**config.mk**
```make
export PLATFORM = sky130hd
export DESIGN_NAME = biquad_direct_form_two_flat
export DESIGN_NICKNAME = d
export VERILOG_FILES = /design/src/hw/rtl/bqd_pkg.sv /design/src/hw/rtl/bqd_if.sv /design/src/hw/rtl/bqd_ctrl.sv /design/src/hw/rtl/bqd_datapath.sv /design/src/hw/rtl/biquad_direct_form_two.sv /design/src/flat_wrapper.sv
export SDC_FILE = /design/constraint.sdc
export NUM_CORES = 2
export LEC_CHECK = 0
export ABC_AREA = 1
export BUFFER_PORTS_ARGS = -buffer_cell sky130_fd_sc_hd__buf_2
export CORE_MARGIN = 3
export CORE_UTILIZATION = 35
export CTS_CLUSTER_SIZE = 12
export DETAILED_ROUTE_END_ITERATION = 7
export PLACE_DENSITY = 0.57
export SYNTH_ARGS = -nofsm -noshare
export SYNTH_HDL_FRONTEND = slang
export SYNTH_SLANG_ARGS = --single-unit
```
**constraint.sdc**
```tcl
create_clock -name clock -period 7.3 [get_ports clock]
set_input_delay 0.73 -clock clock [delete_from_list [all_inputs] [get_ports clock]]
set_output_delay 0.73 -clock clock [all_outputs]
set_load 0.01 [all_outputs]
```
**src/hw/rtl/bqd_pkg.sv**
```systemverilog
// Shared widths, command codes and register indexes for the direct form II biquad.
`timescale 1ns / 1ps

package bqd_pkg;

   localparam int DATA_WIDTH  = 16;
   localparam int COEF_WIDTH  = 18;
   localparam int DELAY_FRAC  = 8;
   localparam int DELAY_WIDTH = DATA_WIDTH + DELAY_FRAC;
   localparam int COEF_FRAC   = COEF_WIDTH - 4;
   localparam int ACC_FRAC    = COEF_FRAC + DELAY_FRAC;
   localparam int PROD_WIDTH  = COEF_WIDTH + DELAY_WIDTH;
   localparam int ACC_WIDTH   = PROD_WIDTH + 2;
   localparam int CSR_INDEX_WIDTH = 3;

   typedef enum logic [CSR_INDEX_WIDTH-1:0] {
      CSR_FB_COEF_ONE  = 3'd0,
      CSR_FB_COEF_TWO  = 3'd1,
      CSR_FF_COEF_ZERO = 3'd2,
      CSR_FF_COEF_ONE  = 3'd3,
      CSR_FF_COEF_TWO  = 3'd4
   } csr_index_type;

   typedef enum logic [2:0] {
      ACC_HOLD,
      ACC_LOAD_X,
      ACC_SUB,
      ACC_ADD,
      ACC_LOAD_PROD
   } acc_op_type;

   typedef enum logic [2:0] {
      MUL_A1_S1,
      MUL_A2_S2,
      MUL_B1_S1,
      MUL_B2_S2,
      MUL_B0_P
   } mul_sel_type;

   typedef struct packed {
      acc_op_type  acc_op;
      mul_sel_type mul_sel;
      logic        capture;
      logic        latch_node;
      logic        finish;
   } bqd_cmd_type;

endpackage

```
**src/hw/rtl/bqd_if.sv**
```systemverilog
// Valid/ready channel interfaces for the sample and result streams.
`timescale 1ns / 1ps

interface bqd_req_if import bqd_pkg::*; ();
   logic                         valid;
   logic                         ready;
   logic signed [DATA_WIDTH-1:0] sample_in;
   logic                         last_in;

   modport source (output valid, output sample_in, output last_in, input ready);
   modport sink   (input valid, input sample_in, input last_in, output ready);
endinterface

interface bqd_rsp_if import bqd_pkg::*; ();
   logic                         valid;
   logic                         ready;
   logic signed [DATA_WIDTH-1:0] sample_out;
   logic                         last_out;

   modport source (output valid, output sample_out, output last_out, input ready);
   modport sink   (input valid, input sample_out, input last_out, output ready);
endinterface

```
**src/hw/rtl/bqd_ctrl.sv**
```systemverilog
// Sequencer that steps the shared multiplier through the five products of one sample.
`timescale 1ns / 1ps

module bqd_ctrl import bqd_pkg::*; (
   input  logic        clock,
   input  logic        reset,
   input  logic        req_valid,
   output logic        req_ready,
   output logic        rsp_valid,
   input  logic        rsp_ready,
   output bqd_cmd_type cmd
);

   typedef enum logic [2:0] {
      ST_IDLE,
      ST_FB_ONE,
      ST_FB_TWO,
      ST_NODE,
      ST_FF_ONE,
      ST_FF_TWO,
      ST_FINISH
   } state_type;

   state_type state_ff, state_in;
   logic      rsp_valid_ff, rsp_valid_in;

   always_comb begin
      state_in     = state_ff;
      rsp_valid_in = rsp_valid_ff && !rsp_ready;
      req_ready    = 1'b0;
      cmd.acc_op     = ACC_HOLD;
      cmd.mul_sel    = MUL_A1_S1;
      cmd.capture    = 1'b0;
      cmd.latch_node = 1'b0;
      cmd.finish     = 1'b0;
      case (state_ff)
         ST_IDLE: begin
            req_ready = 1'b1;
            if (req_valid) begin
               cmd.acc_op  = ACC_LOAD_X;
               cmd.mul_sel = MUL_A1_S1;
               cmd.capture = 1'b1;
               state_in    = ST_FB_ONE;
            end
         end
         ST_FB_ONE: begin
            cmd.acc_op  = ACC_SUB;
            cmd.mul_sel = MUL_A2_S2;
            state_in    = ST_FB_TWO;
         end
         ST_FB_TWO: begin
            cmd.acc_op  = ACC_SUB;
            cmd.mul_sel = MUL_B1_S1;
            state_in    = ST_NODE;
         end
         ST_NODE: begin
            cmd.acc_op     = ACC_LOAD_PROD;
            cmd.mul_sel    = MUL_B2_S2;
            cmd.latch_node = 1'b1;
            state_in       = ST_FF_ONE;
         end
         ST_FF_ONE: begin
            cmd.acc_op  = ACC_ADD;
            cmd.mul_sel = MUL_B0_P;
            state_in    = ST_FF_TWO;
         end
         ST_FF_TWO: begin
            cmd.acc_op = ACC_ADD;
            state_in   = ST_FINISH;
         end
         ST_FINISH: begin
            // Wait here until the output register is free or drains this cycle.
            if (!rsp_valid_ff || rsp_ready) begin
               cmd.finish   = 1'b1;
               rsp_valid_in = 1'b1;
               state_in     = ST_IDLE;
            end
         end
         default: begin
            state_in = ST_IDLE;
         end
      endcase
   end

   always_ff @(posedge clock) begin
      if (reset) begin
         state_ff     <= ST_IDLE;
         rsp_valid_ff <= 1'b0;
      end else begin
         state_ff     <= state_in;
         rsp_valid_ff <= rsp_valid_in;
      end
   end

   assign rsp_valid = rsp_valid_ff;

endmodule

```
**src/hw/rtl/bqd_datapath.sv**
```systemverilog
// Coefficient registers, delay words, shared multiplier, accumulator and output register.
`timescale 1ns / 1ps

module bqd_datapath import bqd_pkg::*; (
   input  logic                                clock,
   input  logic                                reset,
   input  bqd_cmd_type                         cmd,
   input  logic signed [DATA_WIDTH-1:0]        req_sample,
   input  logic                                req_last,
   input  logic                                csr_wr_en,
   input  logic        [CSR_INDEX_WIDTH-1:0]   csr_index,
   input  logic        [COEF_WIDTH-1:0]        csr_wdata,
   output logic signed [DATA_WIDTH-1:0]        rsp_sample,
   output logic                                rsp_last
);

   localparam logic signed [ACC_WIDTH-1:0] NODE_HALF =
      ACC_WIDTH'(64'sd1 <<< (COEF_FRAC - 1));
   localparam logic signed [ACC_WIDTH-1:0] OUT_HALF =
      ACC_WIDTH'(64'sd1 <<< (ACC_FRAC - 1));
   localparam logic signed [ACC_WIDTH-1:0] NODE_MAX =
      ACC_WIDTH'((64'sd1 <<< (DELAY_WIDTH - 1)) - 64'sd1);
   localparam logic signed [ACC_WIDTH-1:0] NODE_MIN = ~NODE_MAX;
   localparam logic signed [ACC_WIDTH-1:0] OUT_MAX =
      ACC_WIDTH'((64'sd1 <<< (DATA_WIDTH - 1)) - 64'sd1);
   localparam logic signed [ACC_WIDTH-1:0] OUT_MIN = ~OUT_MAX;
   localparam logic signed [COEF_WIDTH-1:0] UNITY =
      COEF_WIDTH'(64'sd1 <<< COEF_FRAC);

   logic signed [COEF_WIDTH-1:0]  fb_one_ff, fb_two_ff, ff_zero_ff, ff_one_ff, ff_two_ff;
   logic signed [DELAY_WIDTH-1:0] delay_one_ff, delay_two_ff;
   logic signed [DELAY_WIDTH-1:0] node_ff, node_in;
   logic signed [PROD_WIDTH-1:0]  prod_ff, prod_in;
   logic signed [ACC_WIDTH-1:0]   acc_ff, acc_in;
   logic                          last_ff;
   logic signed [DATA_WIDTH-1:0]  out_sample_ff, out_sample_in;
   logic                          out_last_ff;

   logic signed [COEF_WIDTH-1:0]  mul_coef;
   logic signed [DELAY_WIDTH-1:0] mul_data;
   logic signed [ACC_WIDTH-1:0]   prod_ext;
   logic signed [ACC_WIDTH-1:0]   x_aligned;
   logic signed [ACC_WIDTH-1:0]   node_round, node_shift;
   logic signed [ACC_WIDTH-1:0]   out_round, out_shift;

   // Coefficient registers.
   always_ff @(posedge clock) begin
      if (reset) begin
         fb_one_ff  <= '0;
         fb_two_ff  <= '0;
         ff_zero_ff <= UNITY;
         ff_one_ff  <= '0;
         ff_two_ff  <= '0;
      end else if (csr_wr_en) begin
         case (csr_index_type'(csr_index))
            CSR_FB_COEF_ONE:  fb_one_ff  <= csr_wdata;
            CSR_FB_COEF_TWO:  fb_two_ff  <= csr_wdata;
            CSR_FF_COEF_ZERO: ff_zero_ff <= csr_wdata;
            CSR_FF_COEF_ONE:  ff_one_ff  <= csr_wdata;
            CSR_FF_COEF_TWO:  ff_two_ff  <= csr_wdata;
            default: ;
         endcase
      end
   end

   // Operand selection for the shared multiplier.
   always_comb begin
      case (cmd.mul_sel)
         MUL_A1_S1: begin mul_coef = fb_one_ff;  mul_data = delay_one_ff; end
         MUL_A2_S2: begin mul_coef = fb_two_ff;  mul_data = delay_two_ff; end
         MUL_B1_S1: begin mul_coef = ff_one_ff;  mul_data = delay_one_ff; end
         MUL_B2_S2: begin mul_coef = ff_two_ff;  mul_data = delay_two_ff; end
         MUL_B0_P:  begin mul_coef = ff_zero_ff; mul_data = node_ff;      end
         default:   begin mul_coef = fb_one_ff;  mul_data = delay_one_ff; end
      endcase
   end

   assign prod_in  = mul_coef * mul_data;
   assign prod_ext = {{(ACC_WIDTH - PROD_WIDTH){prod_ff[PROD_WIDTH-1]}}, prod_ff};
   assign x_aligned = {{(ACC_WIDTH - DATA_WIDTH - ACC_FRAC){req_sample[DATA_WIDTH-1]}},
                       req_sample, {ACC_FRAC{1'b0}}};

   always_comb begin
      case (cmd.acc_op)
         ACC_HOLD:      acc_in = acc_ff;
         ACC_LOAD_X:    acc_in = x_aligned;
         ACC_SUB:       acc_in = acc_ff - prod_ext;
         ACC_ADD:       acc_in = acc_ff + prod_ext;
         ACC_LOAD_PROD: acc_in = prod_ext;
         default:       acc_in = acc_ff;
      endcase
   end

   // Feedback node: round half up to the delay scale, then clamp to the delay range.
   assign node_round = acc_ff + NODE_HALF;
   assign node_shift = node_round >>> COEF_FRAC;
   always_comb begin
      if (node_shift > NODE_MAX) begin
         node_in = NODE_MAX[DELAY_WIDTH-1:0];
      end else if (node_shift < NODE_MIN) begin
         node_in = NODE_MIN[DELAY_WIDTH-1:0];
      end else begin
         node_in = node_shift[DELAY_WIDTH-1:0];
      end
   end

   // Output: round half up to an integer, then clamp to the sample range.
   assign out_round = acc_ff + OUT_HALF;
   assign out_shift = out_round >>> ACC_FRAC;
   always_comb begin
      if (out_shift > OUT_MAX) begin
         out_sample_in = OUT_MAX[DATA_WIDTH-1:0];
      end else if (out_shift < OUT_MIN) begin
         out_sample_in = OUT_MIN[DATA_WIDTH-1:0];
      end else begin
         out_sample_in = out_shift[DATA_WIDTH-1:0];
      end
   end

   always_ff @(posedge clock) begin
      prod_ff <= prod_in;
      acc_ff  <= acc_in;
      if (cmd.capture) begin
         last_ff <= req_last;
      end
      if (cmd.latch_node) begin
         node_ff <= node_in;
      end
      if (cmd.finish) begin
         out_sample_ff <= out_sample_in;
         out_last_ff   <= last_ff;
      end
   end

   always_ff @(posedge clock) begin
      if (reset) begin
         delay_one_ff <= '0;
         delay_two_ff <= '0;
      end else if (cmd.finish) begin
         delay_two_ff <= delay_one_ff;
         delay_one_ff <= node_ff;
      end
   end

   assign rsp_sample = out_sample_ff;
   assign rsp_last   = out_last_ff;

endmodule

```
**src/hw/rtl/biquad_direct_form_two.sv**
```systemverilog
// Top level of the second-order direct form II IIR filter.
`timescale 1ns / 1ps

// Usage: samples arrive on the req channel (sample_in, last_in) and filtered
// samples leave on the rsp channel (sample_out, last_out); a transfer happens
// at a rising clock edge where valid and ready are both high. The five Q3.14
// coefficients are written through csr_wr_en, csr_index and csr_wdata while
// the filter is idle; indexes past the last register are ignored.
// After the input transfer the sequencer runs the two feedback products, the
// node rounding, the two feedforward products and the final rounding step
// before the result is valid. One multiplier is shared by the five products
// of a sample, so a new sample is taken only once the previous one is done.
// Reset clears both delay words, sets a1, a2, b1 and b2 to zero and b0 to
// unity, and empties the output register.
// When the receiver stalls, the finished result waits in the output register.
// One further sample may be taken and processed meanwhile; its result and
// the delay update are held back until the output register frees up.
module biquad_direct_form_two import bqd_pkg::*; (
   input  logic                       clock,
   input  logic                       reset,
   bqd_req_if.sink                    req,
   bqd_rsp_if.source                  rsp,
   input  logic                       csr_wr_en,
   input  logic [CSR_INDEX_WIDTH-1:0] csr_index,
   input  logic [COEF_WIDTH-1:0]      csr_wdata
);

   bqd_cmd_type cmd;
   logic        req_ready;
   logic        rsp_valid;

   bqd_ctrl u_ctrl (
      .clock     (clock),
      .reset     (reset),
      .req_valid (req.valid),
      .req_ready (req_ready),
      .rsp_valid (rsp_valid),
      .rsp_ready (rsp.ready),
      .cmd       (cmd)
   );

   bqd_datapath u_datapath (
      .clock      (clock),
      .reset      (reset),
      .cmd        (cmd),
      .req_sample (req.sample_in),
      .req_last   (req.last_in),
      .csr_wr_en  (csr_wr_en),
      .csr_index  (csr_index),
      .csr_wdata  (csr_wdata),
      .rsp_sample (rsp.sample_out),
      .rsp_last   (rsp.last_out)
   );

   assign req.ready = req_ready;
   assign rsp.valid = rsp_valid;

   // A sample transfer starts a multi-cycle sequence, so ready must drop next cycle.
   a_no_back_to_back: assert property (@(posedge clock) disable iff (reset)
      (req.valid && req_ready) |=> !req_ready)
      else $error("input accepted while a sample is still in progress");

   // The output register is only loaded when it is empty or being drained.
   a_finish_free: assert property (@(posedge clock) disable iff (reset)
      cmd.finish |-> (!rsp_valid || rsp.ready))
      else $error("result written over an untaken result");

   // A new result appears only as the outcome of a finish step.
   a_valid_from_finish: assert property (@(posedge clock) disable iff (reset)
      $rose(rsp_valid) |-> $past(cmd.finish))
      else $error("result valid without a finished computation");

endmodule
```
**src/flat_wrapper.sv**
```systemverilog
// flat-port wrapper written by rule: the top's interface ports become plain ports
module biquad_direct_form_two_flat import bqd_pkg::*;
  (clock, reset, csr_wr_en, csr_index, csr_wdata, req_valid, req_sample_in, req_last_in, req_ready, rsp_valid, rsp_sample_out, rsp_last_out, rsp_ready);
  bqd_req_if req_i ();
  bqd_rsp_if rsp_i ();
  input  logic clock;
  input  logic reset;
  input  logic csr_wr_en;
  input  logic [CSR_INDEX_WIDTH-1:0] csr_index;
  input  logic [COEF_WIDTH-1:0] csr_wdata;
  input wire logic [$bits(req_i.valid)-1:0] req_valid;
  input wire logic [$bits(req_i.sample_in)-1:0] req_sample_in;
  input wire logic [$bits(req_i.last_in)-1:0] req_last_in;
  output wire logic [$bits(req_i.ready)-1:0] req_ready;
  output wire logic [$bits(rsp_i.valid)-1:0] rsp_valid;
  output wire logic [$bits(rsp_i.sample_out)-1:0] rsp_sample_out;
  output wire logic [$bits(rsp_i.last_out)-1:0] rsp_last_out;
  input wire logic [$bits(rsp_i.ready)-1:0] rsp_ready;
  assign req_i.valid = req_valid;
  assign req_i.sample_in = req_sample_in;
  assign req_i.last_in = req_last_in;
  assign req_ready = req_i.ready;
  assign rsp_valid = rsp_i.valid;
  assign rsp_sample_out = rsp_i.sample_out;
  assign rsp_last_out = rsp_i.last_out;
  assign rsp_i.ready = rsp_ready;
  biquad_direct_form_two u_core (.clock(clock), .reset(reset), .req(req_i), .rsp(rsp_i), .csr_wr_en(csr_wr_en), .csr_index(csr_index), .csr_wdata(csr_wdata));
endmodule
```
==> metrics.cfg <==
[critical_path]
critPathBufInv = 7
crit_family = adder cells
critical_path_class = reg2reg
critical_path_arrival_ns = 7.45
cp-startpoint = u_core.u_ctrl.state_ff[0]$_SDFFE_PP0P_
crit_path_start_kind = flop
crit_slowest_cell = fa_1
crit_fanout = 11
timing.rr.start = u_core.u_ctrl.state_ff[0]$_SDFFE_PP0P_
cp_common_cell = fa_1
cp-end-kind = flop
critPathMaxStageDelay_ns = 0.56
crit_required_ns = 7.76

[synthesis]
ys.flop_type = dfxtp_1
yosys.cell_types.count = 54
yosysTopAreaCell = fa_1
ys_seq_area_frac = 0.195
syn_avg_cell_area_um2 = 7.34
yosys_warnings = 0
yosysMostFrequentCell = nand2_1
syn_inst = 4385
yosysTopAreaCellShare = 0.265
syn_area_mm2 = 0.0322
synth-seq-cells = 270
synth_edf_count = 86
netlist_top_cells_count = 982 x nand2_1, 891 x inv_1, 601 x nor2_1
synthTopCellsByArea = fa_1 26%, nand2_1 11%, dfxtp_1 11%
synth_async_sr_flop_share = 0
synth_fp_nets = 5005

[drt]
routedWlPerCell_um = 19.3
ant_nets = 0
drc = 0
via_per_inst = 4.98
firstDrtPassIters = 7
vias = 28300
drt_iter0_markers = 2368
wl_mm = 110

[clocking]
cts_made_buffers = 31
hold_buffers = 0
cts.sinks = 270
cts_max_path_buffers = 3
cts.clk_slew.worst_paths_ns = 0.06
clk_latency_ns = 0.60
cts_root_buf = clkbuf_16
cts_tree = yes
htree_levels = 1

[die]
die_area_mm2 = 0.0956
pin_count = 62
core-area_mm2 = 0.0906
start_util = 0.355
dieHeight_um = 309
rows = 110
die_x_um = 309

[sta]
fmax_ghz = 0.143
period_minus_slack_ns = 6.98
clock_skew_ns = 0.0144
setup_violations = 0
hold_viol = 0
final_max_slew_viol_count = 0
timing.final.crit_share = 0.956
hold_slack_ns = 0.306
timing.slew.headroom = 0.173
tns_ns = 0
worst_pin_slew_ns = 1.24

[pwr]
vdd_drop_max_v = 0.000174
total_power_mw = 9.00
power_density_mw_per_mm2 = 254
p_leak_nw = 17.4

[worst_hold_path]
hold_path_class = in2reg
min-delay-start = req_last_in

[cells_and_area]
nets = 5098
syn2layout_area_growth_pct = 10.3
diodes = 0
drive_above_1_share = 0.0775

[placed_design]
place.gp.congestion = 0.971
port_buffers = 61
dp_hpwl_mm = 91.1

[grt]
grtUsageTotal = 0.231
grt_antenna_before_repair = 0
grt_max_degree = 139
grt_overflow_total = 0
grt_pass1_vias = 28300
grt_pass1_wl_mm = 169

[run]
cap_violations = 0

[status]
status = complete, no violations

## layout make-up
class                           count  area (um^2)
Timing Repair Buffer              183         1310
Tap cell                         1176         1470
Multi-Input combinational cell   3069        22000
Sequential cell                   270         6270
Clock buffer                       44          868
Inverter                          923         3510
Clock inverter                     13          121
Fill cell                        9558        55100
## per-layer routing
metal | global-route usage | vias to the layer above | share of wire
li1 | - | 13600 | -
met4 | 0.0628 | 0 | 0.033
met2 | 0.390 | 895 | 0.47
met1 | 0.314 | 13700 | 0.44
met3 | 0.0259 | 180 | 0.058
met5 | 0 | - | 0
## path summary, 6_finish.rpt
kind	endpoint	slack, ns	depth (start not counted)
max	u_core.u_datapath.prod_ff[36]$_DFF_P_	0.32	26
min	u_core.u_datapath.last_ff$_DFFE_PP_	0.31	1
max reg2reg	u_core.u_datapath.prod_ff[36]$_DFF_P_	0.32	26
min reg2reg	u_core.u_datapath.rsp_last$_DFFE_PP_	0.42	0
## sequential cells by signal, indices dropped and copies added (netlist names), 18 cells and up
name / count
u_core.u_datapath.ff_two_ff: 18
u_core.u_datapath.ff_one_ff: 18
u_core.u_datapath.ff_zero_ff: 18
u_core.u_datapath.node_ff: 24
u_core.u_datapath.fb_two_ff: 18
u_core.u_datapath.prod_ff: 42
u_core.u_datapath.delay_two_ff: 24
u_core.u_datapath.acc_ff: 44
u_core.u_datapath.fb_one_ff: 18
u_core.u_datapath.delay_one_ff: 24
## per-stage QoR
stage          setup slack, ns  instances  area, um^2  utilization
6_report                 0.319       5678       35500        0.392
5_1_grt               -0.00611       5678       35500        0.392
4_1_cts                  0.101       5663       35200        0.389
3_5_place_dp             0.128       5606       34200        0.378
3_3_place_gp             0.115       5606       34200        0.378
2_1_floorplan            0.709       4385       32200            -
## where the power goes
group / internal, mW / switching, mW / total (mW)
registers: 1.87 / 0.407 / 2.28
logic: 1.62 / 3.57 / 5.19
clock network: 0.868 / 0.666 / 1.53
## cells by family (layout without fill, tap and decap cells)
logic type | count (synthesis) | after routing | synth area share
xor gates and xnor gates | 110 | 110 | 0.0299
and+or+nand+nor | 1815 | 1815 | 0.224
buffers and inverters | 1046 | 1163 | 0.127
AOI/OAI and AO/OA | 565 | 565 | 0.100
DFF | 270 | 270 | 0.195
adders and majority gates | 577 | 577 | 0.324
muxes | 2 | 2 | 0.000700
## layout by cell type (no fill, tap or decap), types with 20 or more instances in the layout
cell type and n:
nand3_1 145, nand4_1 37, clkbuf_16 31, xor2_1 82, o21ai_0 223, a21oi_1 190
a21oi_2 20, inv_2 23, inv_1 884, nor2_1 591, edfxtp_1 86, xnor2_1 28
ha_1 148, dfxtp_1 183, fa_1 424, nand2_1 980, o22ai_1 30, buf_2 61
buf_4 114
## repair_timing
action | 4_1_cts | 5_1_grt
setup endpoints to repair | 0 | 26
hold endpoints to repair | 0 | 0
setup buffers | 0 | 15
gates resized for setup | 0 | 48
No activity file was read; power rests on OpenSTA's default activity.
